`config.mk`:
```
export PLATFORM = sky130hd
export DESIGN_NAME = ecps_ctrl
export DESIGN_NICKNAME = d
export VERILOG_FILES = /design/src/hw/rtl/ecps_pkg.sv /design/src/hw/rtl/ecps_ctrl.sv
export SDC_FILE = /design/constraint.sdc
export NUM_CORES = 1
export LEC_CHECK = 0
export ABC_AREA = 1
export BUFFER_PORTS_ARGS = -buffer_cell sky130_fd_sc_hd__clkbuf_2
export CAP_MARGIN = 10
export CORE_ASPECT_RATIO = 0.6
export CORE_MARGIN = 8
export CORE_UTILIZATION = 40
export CTS_BUF_LIST = sky130_fd_sc_hd__clkbuf_16
export DETAILED_ROUTE_END_ITERATION = 16
export PLACE_DENSITY_LB_ADDON = 0.1
export SYNTH_ARGS = -nofsm -noshare
export SYNTH_HDL_FRONTEND = slang
export SYNTH_SLANG_ARGS = --single-unit
```
`constraint.sdc`:
```
create_clock -name clk -period 2 [get_ports clk]
set_clock_uncertainty 0.05 [all_clocks]
set_input_delay 0.1 -clock clk [delete_from_list [all_inputs] [get_ports clk]]
set_output_delay 0.1 -clock clk [all_outputs]
set_load 0.05 [all_outputs]
```
`src/hw/rtl/ecps_pkg.sv`:
```
// ----------------------------------------------------------------------------
// ecps_pkg
// Shared types and fixed widths of the pointer smoother: datapath operation
// codes, controller states, status bundle and register indexes.
// ----------------------------------------------------------------------------
package ecps_pkg;

    localparam int SEMI_W  = 20;
    localparam int ALPHA_W = 17;
    localparam int DB_W    = 16;
    localparam int MUL_A_W = 40;
    localparam int MUL_B_W = 20;
    localparam int PROD_W  = MUL_A_W + MUL_B_W;
    localparam int ACC_W   = 2 * MUL_A_W + 1;
    localparam int SQ_W    = 64;
    localparam int SN_W    = 63;
    localparam int ROOT_W  = 32;
    localparam int DSH_W   = ROOT_W + MUL_B_W;
    localparam int REM_W   = DSH_W + 1;
    localparam int QUO_W   = SEMI_W + 1;
    localparam int MAG_LIM = 31;
    localparam int CNT_W   = 5;
    localparam int IDX_W   = 3;

    localparam logic [CNT_W-1:0]   SQRT_LAST = 5'd31;
    localparam logic [CNT_W-1:0]   DIV_LAST  = 5'd20;
    localparam logic [ALPHA_W-1:0] ALPHA_ONE = 17'd65536;
    localparam logic [PROD_W-1:0]  ROUND_HALF = 60'd32768;

    localparam logic [IDX_W-1:0] REG_CENTER_X = 3'd0;
    localparam logic [IDX_W-1:0] REG_CENTER_Y = 3'd1;
    localparam logic [IDX_W-1:0] REG_SEMI_X   = 3'd2;
    localparam logic [IDX_W-1:0] REG_SEMI_Y   = 3'd3;
    localparam logic [IDX_W-1:0] REG_ALPHA    = 3'd4;
    localparam logic [IDX_W-1:0] REG_DEADBAND = 3'd5;
    localparam logic [IDX_W-1:0] REG_SNAP     = 3'd6;

    typedef enum logic [5:0] {
        OP_NONE,
        OP_LOAD,
        OP_MAG,
        OP_M_PB,
        OP_M_QA,
        OP_M_AB,
        OP_SQ_PL,
        OP_SQ_PH,
        OP_SQ_QL,
        OP_SQ_QH,
        OP_SQ_SL,
        OP_SQ_SH,
        OP_INSIDE,
        OP_TGT_IN,
        OP_SCALE,
        OP_SQ_XL,
        OP_SQ_XH,
        OP_SQ_YL,
        OP_SQ_YH,
        OP_N_FIN,
        OP_SQRT,
        OP_M_AX,
        OP_DIV_INIT,
        OP_DIV,
        OP_XOFF,
        OP_YOFF,
        OP_DEAD,
        OP_DIFF,
        OP_SM_X,
        OP_SM_Y,
        OP_SM_N,
        OP_FINISH
    } op_t;

    typedef enum logic [5:0] {
        S_IDLE,
        S_MAG,
        S_M_PB,
        S_M_QA,
        S_M_AB,
        S_SQ_PL,
        S_SQ_PH,
        S_SQ_QL,
        S_SQ_QH,
        S_SQ_SL,
        S_SQ_SH,
        S_INSIDE,
        S_BRANCH,
        S_SCALE,
        S_SQ_XL,
        S_SQ_XH,
        S_SQ_YL,
        S_SQ_YH,
        S_N_FIN,
        S_SQRT,
        S_M_AX,
        S_DIVX_INIT,
        S_DIVX,
        S_XOFF,
        S_DIVY_INIT,
        S_DIVY,
        S_YOFF,
        S_DEAD,
        S_DIFF,
        S_SM_X,
        S_SM_Y,
        S_SM_N,
        S_FINISH
    } state_t;

    typedef struct packed {
        logic in_area;
        logic big;
        logic out_free;
    } sts_t;

endpackage

```
`src/hw/rtl/ecps_ctrl.sv`:
```
// ----------------------------------------------------------------------------
// ecps_ctrl
// Sequencer of the smoother: walks the datapath through the inside test,
// the square root and both divisions if clamped, and the smoothing steps.
// ----------------------------------------------------------------------------
module ecps_ctrl
(
    input  logic             clk,
    input  logic             rst_n,
    input  logic             s_tvalid,
    output logic             s_tready,
    input  ecps_pkg::sts_t   sts,
    output ecps_pkg::op_t    op
);
    import ecps_pkg::*;

    state_t           state_reg;
    state_t           state_next;
    logic [CNT_W-1:0] cnt_reg;
    logic [CNT_W-1:0] cnt_next;
    logic             last_step;

    always_comb
    begin
        last_step = 1'b0;
        if (state_reg == S_SQRT)
        begin
            last_step = (cnt_reg == SQRT_LAST);
        end
        else if (state_reg == S_DIVX || state_reg == S_DIVY)
        begin
            last_step = (cnt_reg == DIV_LAST);
        end
    end

    always_comb
    begin
        state_next = state_reg;
        unique case (state_reg)
            S_IDLE:      if (s_tvalid) state_next = S_MAG;
            S_MAG:       state_next = S_M_PB;
            S_M_PB:      state_next = S_M_QA;
            S_M_QA:      state_next = S_M_AB;
            S_M_AB:      state_next = S_SQ_PL;
            S_SQ_PL:     state_next = S_SQ_PH;
            S_SQ_PH:     state_next = S_SQ_QL;
            S_SQ_QL:     state_next = S_SQ_QH;
            S_SQ_QH:     state_next = S_SQ_SL;
            S_SQ_SL:     state_next = S_SQ_SH;
            S_SQ_SH:     state_next = S_INSIDE;
            S_INSIDE:    state_next = S_BRANCH;
            S_BRANCH:    state_next = sts.in_area ? S_DEAD : S_SCALE;
            S_SCALE:     if (!sts.big) state_next = S_SQ_XL;
            S_SQ_XL:     state_next = S_SQ_XH;
            S_SQ_XH:     state_next = S_SQ_YL;
            S_SQ_YL:     state_next = S_SQ_YH;
            S_SQ_YH:     state_next = S_N_FIN;
            S_N_FIN:     state_next = S_SQRT;
            S_SQRT:      if (last_step) state_next = S_M_AX;
            S_M_AX:      state_next = S_DIVX_INIT;
            S_DIVX_INIT: state_next = S_DIVX;
            S_DIVX:      if (last_step) state_next = S_XOFF;
            S_XOFF:      state_next = S_DIVY_INIT;
            S_DIVY_INIT: state_next = S_DIVY;
            S_DIVY:      if (last_step) state_next = S_YOFF;
            S_YOFF:      state_next = S_DEAD;
            S_DEAD:      state_next = S_DIFF;
            S_DIFF:      state_next = S_SM_X;
            S_SM_X:      state_next = S_SM_Y;
            S_SM_Y:      state_next = S_SM_N;
            S_SM_N:      state_next = S_FINISH;
            S_FINISH:    if (sts.out_free) state_next = S_IDLE;
            default:     state_next = S_IDLE;
        endcase
    end

    always_comb
    begin
        cnt_next = '0;
        if ((state_reg == S_SQRT || state_reg == S_DIVX || state_reg == S_DIVY) && !last_step)
        begin
            cnt_next = cnt_reg + 1'b1;
        end
    end

    always_comb
    begin
        s_tready = (state_reg == S_IDLE);
        op       = OP_NONE;
        unique case (state_reg)
            S_IDLE:      op = s_tvalid ? OP_LOAD : OP_NONE;
            S_MAG:       op = OP_MAG;
            S_M_PB:      op = OP_M_PB;
            S_M_QA:      op = OP_M_QA;
            S_M_AB:      op = OP_M_AB;
            S_SQ_PL:     op = OP_SQ_PL;
            S_SQ_PH:     op = OP_SQ_PH;
            S_SQ_QL:     op = OP_SQ_QL;
            S_SQ_QH:     op = OP_SQ_QH;
            S_SQ_SL:     op = OP_SQ_SL;
            S_SQ_SH:     op = OP_SQ_SH;
            S_INSIDE:    op = OP_INSIDE;
            S_BRANCH:    op = sts.in_area ? OP_TGT_IN : OP_NONE;
            S_SCALE:     op = sts.big ? OP_SCALE : OP_NONE;
            S_SQ_XL:     op = OP_SQ_XL;
            S_SQ_XH:     op = OP_SQ_XH;
            S_SQ_YL:     op = OP_SQ_YL;
            S_SQ_YH:     op = OP_SQ_YH;
            S_N_FIN:     op = OP_N_FIN;
            S_SQRT:      op = OP_SQRT;
            S_M_AX:      op = OP_M_AX;
            S_DIVX_INIT: op = OP_DIV_INIT;
            S_DIVX:      op = OP_DIV;
            S_XOFF:      op = OP_XOFF;
            S_DIVY_INIT: op = OP_DIV_INIT;
            S_DIVY:      op = OP_DIV;
            S_YOFF:      op = OP_YOFF;
            S_DEAD:      op = OP_DEAD;
            S_DIFF:      op = OP_DIFF;
            S_SM_X:      op = OP_SM_X;
            S_SM_Y:      op = OP_SM_Y;
            S_SM_N:      op = OP_SM_N;
            S_FINISH:    op = sts.out_free ? OP_FINISH : OP_NONE;
            default:     op = OP_NONE;
        endcase
    end

    always_ff @(posedge clk or negedge rst_n)
    begin
        if (!rst_n)
        begin
            state_reg <= S_IDLE;
            cnt_reg   <= '0;
        end
        else
        begin
            state_reg <= state_next;
            cnt_reg   <= cnt_next;
        end
    end

endmodule

```
==> impl_metrics.toml, run 1 <==
[die]
rows = 15
boundaryPins = 13
die_w_um = 84.5
dieArea_mm2 = 0.00483
die_h_um = 57.1
start_util_pct = 40.6
core_area_mm2 = 0.00278

[global_routing]
globalRouteOverflowTotal = 0
grt_pass1_wl_mm = 5.80
grt_max_degree = 17
track_usage_pct = 15.1
antenna_found_initial = 0
grt_pass1_vias = 1176

[setup_path]
arrival_ns = 1.76
slowest_delay_ns = 0.41
crit_slowest_cell = "dfrtp_1"
path_cells = "inv_1 -> nor2_4 -> buf_12 -> nand3_1 -> nand3_1 -> nor3_1 -> nand3_1 -> clkbuf_4"
start_kind = "flip-flop"
required_ns = 1.85
crit_top_cell = "nand3_1"
crit_type = "reg2out"
end_kind = "output port"
critical_path.max_fanout = 12

[power_and_ir_drop]
p_comb_share_pct = 71.6
p_int_mw = 1.18
p_sw_mw = 1.56
p_clk_share_pct = 13.3
power_mw = 2.73
p_seq_share_pct = 15.1
power.leakage_nw = 0.788
vdd_drop_max_mv = 0.756
power.share.switching_pct = 57.0
p_per_area_mw_per_mm2 = 1940

[cts]
clk_pin_slew_ns = 0.04
numCtsBuffers = 3
clockBufferDepth = 2
clkLatencyLatePin_ns = 0.24
cts_sinks = 11
htreeDepth = 1
root_buffer = "clkbuf_16"
cts_tree = "yes"

[worst_hold_path]
min_path_type = "in2reg"

[yosys]
ys_seq_area_share_pct = 24.4
syn_inst = 190
async_reset_ff_share_pct = 100
ys_seq_elements = 11
synth_nets = 199
syn_avg_cell_area_um2 = 5.93
syn_area_mm2 = 0.00113
synth_area_leaders = "dfrtp_1 (24%), nand2_1 (18%), nand3_1 (11%)"
synth_common_cells = "nand2_1 (55), nor2_1 (33), nand3_1 (25)"
synth_ff_type = "dfrtp_1"
synth_most_common_cell = "nand2_1"
yosysTopAreaCellShare_pct = 24.4
ys_types = 26
ys_warn_count = 0
synth_edf_count = 0
yosysTopAreaCell = "dfrtp_1"

[placed_design]
io_buffers = 11
dpl.cell_count = 234
place_area_mm2 = 0.00122
dp_hpwl_mm = 2.81
gp_congestion = 0.980

[layout]
fin_nets = 220
nFillCells = 289
syn_to_final_growth_pct = 25.3
drive_gt1_share_pct = 26.2
seqCellArea_um2 = 280
diodes = 0
fin_area_mm2 = 0.00141
stdcell_count = 244
multi_input_area_um2 = 757
largest_reg_flops = 6

[timing]
slew_viol_final = 0
hold_violations = 0
period_share_pct = 95.3
finalSetupViolCount = 0
rsz0062_at_grt = "false"
setup_tns_ns = 0
max_freq_ghz = 0.525
finalCriticalPeriod_ns = 1.91

[route]
routed_wl_mm = 3.52
vias = 1313
wl_per_cell_um = 14.4
drt-vias-per-instance = 5.38
drc_errors = 0
drt_pre_antenna_iters = 5
drtAntennaViolNets = 0
drtIter0Drc = 210

[flow_run]
cap_violations = 0

[run_status]
status = "finished, final reports clean"
cells in the final DEF (no fill, tap or decap), types with 2 or more instances in the layout:
cell type,count
dfrtp_1,7
clkbuf_2,6
nor3_1,4
clkbuf_4,4
clkinv_2,2
o21ai_0,4
nand2_2,3
dfrtp_2,4
inv_1,18
nand3_1,24
nand4_1,4
clkbuf_16,3
nand3_2,4
nor2_4,4
buf_4,7
ha_1,3
nor2_2,5
inv_2,7
nand2_1,54
nor2_1,29
o211ai_1,2
timing repair:
item | in CTS | in global routing
hold endpoints to repair | 11 | 0
hold buffers | 1 | 0
setup endpoints to repair | 5 | 5
pin swaps | 0 | 2
setup buffers | 0 | 5
gates resized for setup | 7 | 13
final timing paths:
kind	start	slack (ns)	to	cells past startpoint
hold reg to reg	cnt_reg[0]	0.46	cnt_reg[0]	1
max in group asynchronous	rst_n	1.44	state_reg[1]	2
hold / removal	sts[0]	0.1	state_reg[5]	2
setup reg to reg	cnt_reg[0]	0.33	state_reg[2]	12
setup / recovery	state_reg[4]	0.09	op[0]	8
min in group asynchronous	rst_n	0.22	state_reg[5]	2
metrics by stage:
stage | util (%) | setup WS, ns | hold slack (ns)
after global routing | 50.9 | 0.000836 | 0.116
after detailed placement | 43.9 | 0.203 | -0.0560
after floorplan | - | 0.191 | -0.246
after CTS | 47.7 | 0.00477 | 0.0858
after global placement | 43.9 | 0.130 | -0.0598
final | 50.9 | 0.0945 | 0.0958
kinds of logic (layout without fill, tap and decap cells):
kind of cell / count (synthesis) / after routing / share of synthesized area, %
simple gates: 133 / 133 / 53.3
buf+inv: 30 / 50 / 11.3
compound gates: 11 / 11 / 6.55
flops: 11 / 11 / 24.4
fa+ha+maj: 3 / 3 / 3.33
other cells: 1 / 1 / 0.333
xor+xnor: 1 / 1 / 0.777
per-layer routing:
layer  GRT usage (%)  wire length, um  share of wire (%)  vias to the layer above
met3            3.86              395                 11                        8
met4            5.53               65                1.8                        0
met1            21.2             1600                 45                      587
li1                -                -                  -                      644
met2            21.3             1460                 42                       74
met5               0                0                  0                        -
critical path: cells and delay by family, from the launching register on:
| kind | cells | cell delay [ns] |
|---|---|---|
| buf+inv | 3 | 0.49 |
| flops | 1 | 0.41 |
| simple gates | 5 | 0.60 |
layout make-up:
class                           instances  area share, %
Clock inverter                          1          0.354
Tap cell                               34           3.01
Clock buffer                            3           5.31
Sequential cell                        11           19.8
Inverter                               26           7.00
Multi-Input combinational cell        149           53.6
Timing Repair Buffer                   20           10.9
power by group through the flow:
stage	Sequential [mW]	Combinational, mW	Clock, mW
floorplan	0.354	1.35	0
global placement	0.389	1.73	0
detailed placement	0.391	1.69	0
CTS	0.387	1.77	0.373
global route	0.420	2.11	0.384
finish	0.414	1.96	0.363
No activity file was read; power rests on OpenSTA's default activity.
==> run 2: changes to the inputs <==
--- a/config.mk
+++ b/config.mk
@@ -12,8 +12,9 @@
 export CORE_MARGIN = 8
 export CORE_UTILIZATION = 40
 export CTS_BUF_LIST = sky130_fd_sc_hd__clkbuf_16
+export CTS_CLUSTER_DIAMETER = 200
 export DETAILED_ROUTE_END_ITERATION = 16
-export PLACE_DENSITY_LB_ADDON = 0.1
+export PLACE_DENSITY = 0.59
 export SYNTH_ARGS = -nofsm -noshare
 export SYNTH_HDL_FRONTEND = slang
 export SYNTH_SLANG_ARGS = --single-unit
==> impl_metrics.toml, run 2 (same netlist as run 1, synthesis figures left out) <==
[route]
topRoutingLayerUsed = "met4"
wl_met3_um = 428
wl_met1_mm = 1.55
drtAntennaViolNets = 0
drtIter0Drc = 173
drt_pre_antenna_iters = 5
wl_per_cell_um = 13.5
vias = 1317
routed-wl-met2_mm = 1.30
drt-vias-per-instance = 5.40
drc_errors = 0
routed_wl_mm = 3.30

[placed_design]
gp_congestion = 1.01
place_area_mm2 = 0.00121
dpl.cell_count = 233
io_buffers = 11
dp_hpwl_mm = 2.67

[die]
die_h_um = 57.1
boundaryPins = 13
rows = 15
die_w_um = 84.5
core_area_mm2 = 0.00278
dieArea_mm2 = 0.00483
start_util_pct = 40.6

[power_and_ir_drop]
p_per_area_mw_per_mm2 = 1900
power.leakage_nw = 0.792
vdd_drop_max_mv = 0.777

[setup_path]
critical_path.max_fanout = 5
required_ns = 1.85
reg2reg_slack_ns = 0.31
start_kind = "flip-flop"
end_kind = "output port"
crit_slowest_cell = "dfrtp_2"
slowest_delay_ns = 0.44
crit_top_cell = "nand2_1"
crit_type = "reg2out"
path_cells = "inv_1 -> nand2_1 -> nor2_1 -> nand2_1 -> o21ai_2 -> inv_2 -> nand2_1 -> nor2_1 -> nand3_1 -> buf_2"
arrival_ns = 1.78

[cts]
clkLatencyLatePin_ns = 0.24
htreeDepth = 1
numCtsBuffers = 3
root_buffer = "clkbuf_16"
clockBufferDepth = 2
cts_tree = "yes"
clk_pin_slew_ns = 0.04
cts_sinks = 11

[layout]
diodes = 0
postLayoutCoreUtil_pct = 50.6
fin_area_mm2 = 0.00141
stdcell_count = 244
final_common_cell = "nand2_1"
final_cell_mix = "nand2_1 (53), nor2_1 (32), nand3_1 (23)"
drive_gt1_share_pct = 26.2
syn_to_final_growth_pct = 24.8
fin_nets = 220
largest_reg_flops = 6

[timing]
max_freq_ghz = 0.518
hold_ws_ns = 0.101
setup_tns_ns = 0
finalSetupViolCount = 0
finalCriticalPeriod_ns = 1.93
hold_violations = 0
slew_viol_final = 0
period_share_pct = 96.5

[global_routing]
track_usage_pct = 14.0
antenna_found_initial = 0
globalRouteOverflowTotal = 0
grt_pass1_vias = 1129
grt_pass1_wl_mm = 5.40
grt_max_degree = 17

[worst_hold_path]
min_path_type = "in2reg"

[run_status]
status = "finished, final reports clean"

[flow_run]
cap_violations = 0
run 2: changes by cell type in the layout (fill, tap and decap cells not counted), sizes merged:
cell    previous run  this run
buf                9        10
inv               25        26
clkbuf            13        12
clkinv             2         1
run 2: repair_timing:
item / CTS / global route
resized for setup: 1 / 21
pin swaps: 0 / 3
endpoints found under the setup margin: 1 / 5
setup buffers: 0 / 6
hold buffers: 1 / 0
endpoints found under the hold margin: 11 / 0
run 2: through the flow:
step | total power, mW | worst slack (ns)
6_report | 2.67 | 0.0697
5_1_grt | 2.85 | -0.00969
4_1_cts | 2.46 | 0.00846
3_5_place_dp | 2.07 | 0.253
3_3_place_gp | 2.09 | 0.170
2_1_floorplan | 1.71 | 0.191
run 2: path summary, 6_finish.rpt:
path,from,depth (start not counted),endpoint
min,sts[0],2,state_reg[5]
min in group asynchronous,rst_n,2,state_reg[4]
max reg2reg,state_reg[0],10,state_reg[2]
max in group asynchronous,rst_n,2,state_reg[1]
max,state_reg[2],10,op[1]
min reg2reg,cnt_reg[0],1,cnt_reg[0]
run 2: power breakdown:
| group | switching [mW] | internal [mW] | total [mW] |
|---|---|---|---|
| Sequential | 0.116 | 0.293 | 0.409 |
| Clock | 0.101 | 0.263 | 0.364 |
| Combinational | 1.30 | 0.592 | 1.89 |
| Total | 1.52 | 1.15 | 2.67 |
run 2: final cells by class:
cell class | instances | area, um^2
fillers | 273 | 1370
flip-flops and latches | 11 | 282
inverters | 26 | 98.8
repair buffers | 20 | 148
multi-input cells | 149 | 757
clock inverters | 1 | 3.75
clock buffers | 3 | 75.1
well taps | 34 | 42.5
run 2: per-layer routing:
layer	vias up	track usage, %
li1	649	-
met1	594	19.4
met2	70	19.4
met3	4	5.58
met4	0	3.77
met5	-	0
run 2: critical path: cells and delay by family, from the launching register on:
family	cells	cell delay, ns
AOI/OAI and AO/OA	1	0.09
and+or+nand+nor	6	0.57
buffers and inverters	3	0.44
DFF	1	0.44
==> run 3: changes to the inputs <==
--- a/config.mk
+++ b/config.mk
@@ -6,7 +6,7 @@
 export NUM_CORES = 1
 export LEC_CHECK = 0
 export ABC_AREA = 1
-export BUFFER_PORTS_ARGS = -buffer_cell sky130_fd_sc_hd__clkbuf_2
+export BUFFER_PORTS_ARGS = -buffer_cell sky130_fd_sc_hd__buf_2
 export CAP_MARGIN = 10
 export CORE_ASPECT_RATIO = 0.6
 export CORE_MARGIN = 8
@@ -15,6 +15,7 @@
 export CTS_CLUSTER_DIAMETER = 200
 export DETAILED_ROUTE_END_ITERATION = 16
 export PLACE_DENSITY = 0.59
+export SKIP_CTS_REPAIR_TIMING = 1
 export SYNTH_ARGS = -nofsm -noshare
 export SYNTH_HDL_FRONTEND = slang
 export SYNTH_SLANG_ARGS = --single-unit
==> constraint.sdc (replaced) <==
create_clock -name clk -period 2 [get_ports clk]
set_clock_uncertainty 0.05 [all_clocks]
set_input_delay 0.4 -clock clk [delete_from_list [all_inputs] [get_ports clk]]
set_output_delay 0.4 -clock clk [all_outputs]
set_load 0.05 [all_outputs]
==> impl_metrics.toml, run 3 (same netlist as run 1, synthesis figures left out) <==
[route]
drt_pre_antenna_iters = 4
drt-vias-per-instance = 5.24
wl_per_cell_um = 14.3
drc_errors = 0
drtIter0Drc = 134
routed_wl_mm = 3.76
vias = 1378
drtAntennaViolNets = 0

[cts]
cts_tree = "yes"
cts_sinks = 11
clkLatencyLatePin_ns = 0.23
numCtsBuffers = 3
clk_pin_slew_ns = 0.04
htreeDepth = 1
root_buffer = "clkbuf_16"
clockBufferDepth = 2

[setup_path]
end_kind = "output port"
critical_path.max_fanout = 5
crit_type = "reg2out"
critPathTopFamily = "simple AND/OR/NAND/NOR gates"
timing.critical_path.buf_inv = 3
arrival_ns = 1.72
path_cells = "buf_6 -> nor2_4 -> inv_2 -> nor2_4 -> nand3_2 -> nand2_2 -> nor3_2 -> nand2_1 -> buf_6"
required_ns = 1.55
crit_slowest_cell = "dfrtp_2"
slowest_delay_ns = 0.44
start_kind = "flip-flop"

[run_status]
violations = "setup timing"
status = "finished with violations"

[power_and_ir_drop]
vdd_drop_max_mv = 0.747
p_comb_share_pct = 77.4
power.leakage_nw = 0.929
p_clk_share_pct = 11.0
p_seq_share_pct = 11.5
p_per_area_mw_per_mm2 = 1890
power.share.switching_pct = 54.1
p_sw_mw = 1.72
p_int_mw = 1.46

[layout]
seqCellArea_um2 = 279
postLayoutCoreUtil_pct = 60.7
syn_to_final_growth_pct = 49.5
stdcell_count = 263
nFillCells = 247
drive_gt1_share_pct = 41.9
final_cell_mix = "nand2_1 (48), nor2_1 (25), buf_4 (22)"
diodes = 0
final_common_cell = "nand2_1"
fin_nets = 239
largest_reg_flops = 6
multi_input_area_um2 = 852

[global_routing]
grt_pass1_vias = 1282
track_usage_pct = 15.3
grt_pass1_wl_mm = 6.02
antenna_found_initial = 0
grt_max_degree = 17
globalRouteOverflowTotal = 0

[die]
die_w_um = 84.5
boundaryPins = 13
core_area_mm2 = 0.00278
dieArea_mm2 = 0.00483
die_h_um = 57.1
start_util_pct = 40.6
rows = 15

[timing]
slew_viol_final = 0
period_share_pct = 108
max_freq_ghz = 0.461
layout_setup_ws_ns = -0.170
finalSetupViolCount = 5
finalCriticalPeriod_ns = 2.17
rsz0062_at_grt = "true"
setup_tns_ns = -0.746
hold_violations = 0

[placed_design]
gp_congestion = 0.990
dp_hpwl_mm = 2.85
place_ws_ns = 0.00745
io_buffers = 11
dpl.cell_count = 252

[worst_hold_path]
min_path_type = "in2reg"

[flow_run]
cap_violations = 0
[run 3: power groups by stage]
stage / clock [mW] / sequential (mW) / combinational, mW
floorplan: 0 / 0.354 / 1.37
global placement: 0 / 0.339 / 1.98
detailed placement: 0 / 0.344 / 1.96
CTS: 0.357 / 0.339 / 1.97
global route: 0.369 / 0.377 / 2.64
finish: 0.351 / 0.368 / 2.47
[run 3: worst reg2reg max path, stage by stage (launching register included)]
cell	delay (ns)
dfrtp_2	0.44
buf_6	0.15
nor2_4	0.18
buf_6	0.16
nand3_4	0.07
buf_4	0.14
nand2_1	0.06
inv_2	0.05
nand2_2	0.07
nand2_1	0.07
nor2_2	0.12
nand2_1	0.07
nand2_1	0.06
[run 3: worst paths after layout]
| check | from | to | slack [ns] | cells past startpoint |
|---|---|---|---|---|
| min in group asynchronous | rst_n | cnt_reg[0] | 0.52 | 2 |
| max in group asynchronous | rst_n | state_reg[2] | 1.15 | 2 |
| worst min register to register | cnt_reg[0] | cnt_reg[0] | 0.46 | 1 |
| worst min-delay path | sts[0] | state_reg[5] | 0.39 | 2 |
| worst max-delay path | state_reg[3] | op[2] | -0.17 | 9 |
| worst max register to register | state_reg[3] | state_reg[2] | 0.26 | 12 |
[run 3: per-layer routing]
metal	track usage, %	up-vias	part of all wire [%]
li1	-	687	-
met1	22.0	617	48
met2	21.6	66	41
met3	5.29	8	9.6
met4	1.76	0	0.93
met5	0	-	0
[run 3: area by class of cell]
class                      count  area share [%]
multi-input combinational    149            50.6
timing repair buffer          39            19.7
sequential                    11            16.6
inverter                      26            5.94
clock buffer                   3            4.45
tap                           34            2.52
clock inverter                 1           0.223
[run 3: stage by stage]
stage	power [mW]	hold WS [ns]	area [um^2]
2_1_floorplan	1.72	0.0544	1130
3_3_place_gp	2.32	0.232	1370
3_5_place_dp	2.31	0.233	1370
4_1_cts	2.67	-0.0138	1450
5_1_grt	3.39	0.380	1690
6_report	3.19	0.392	1690
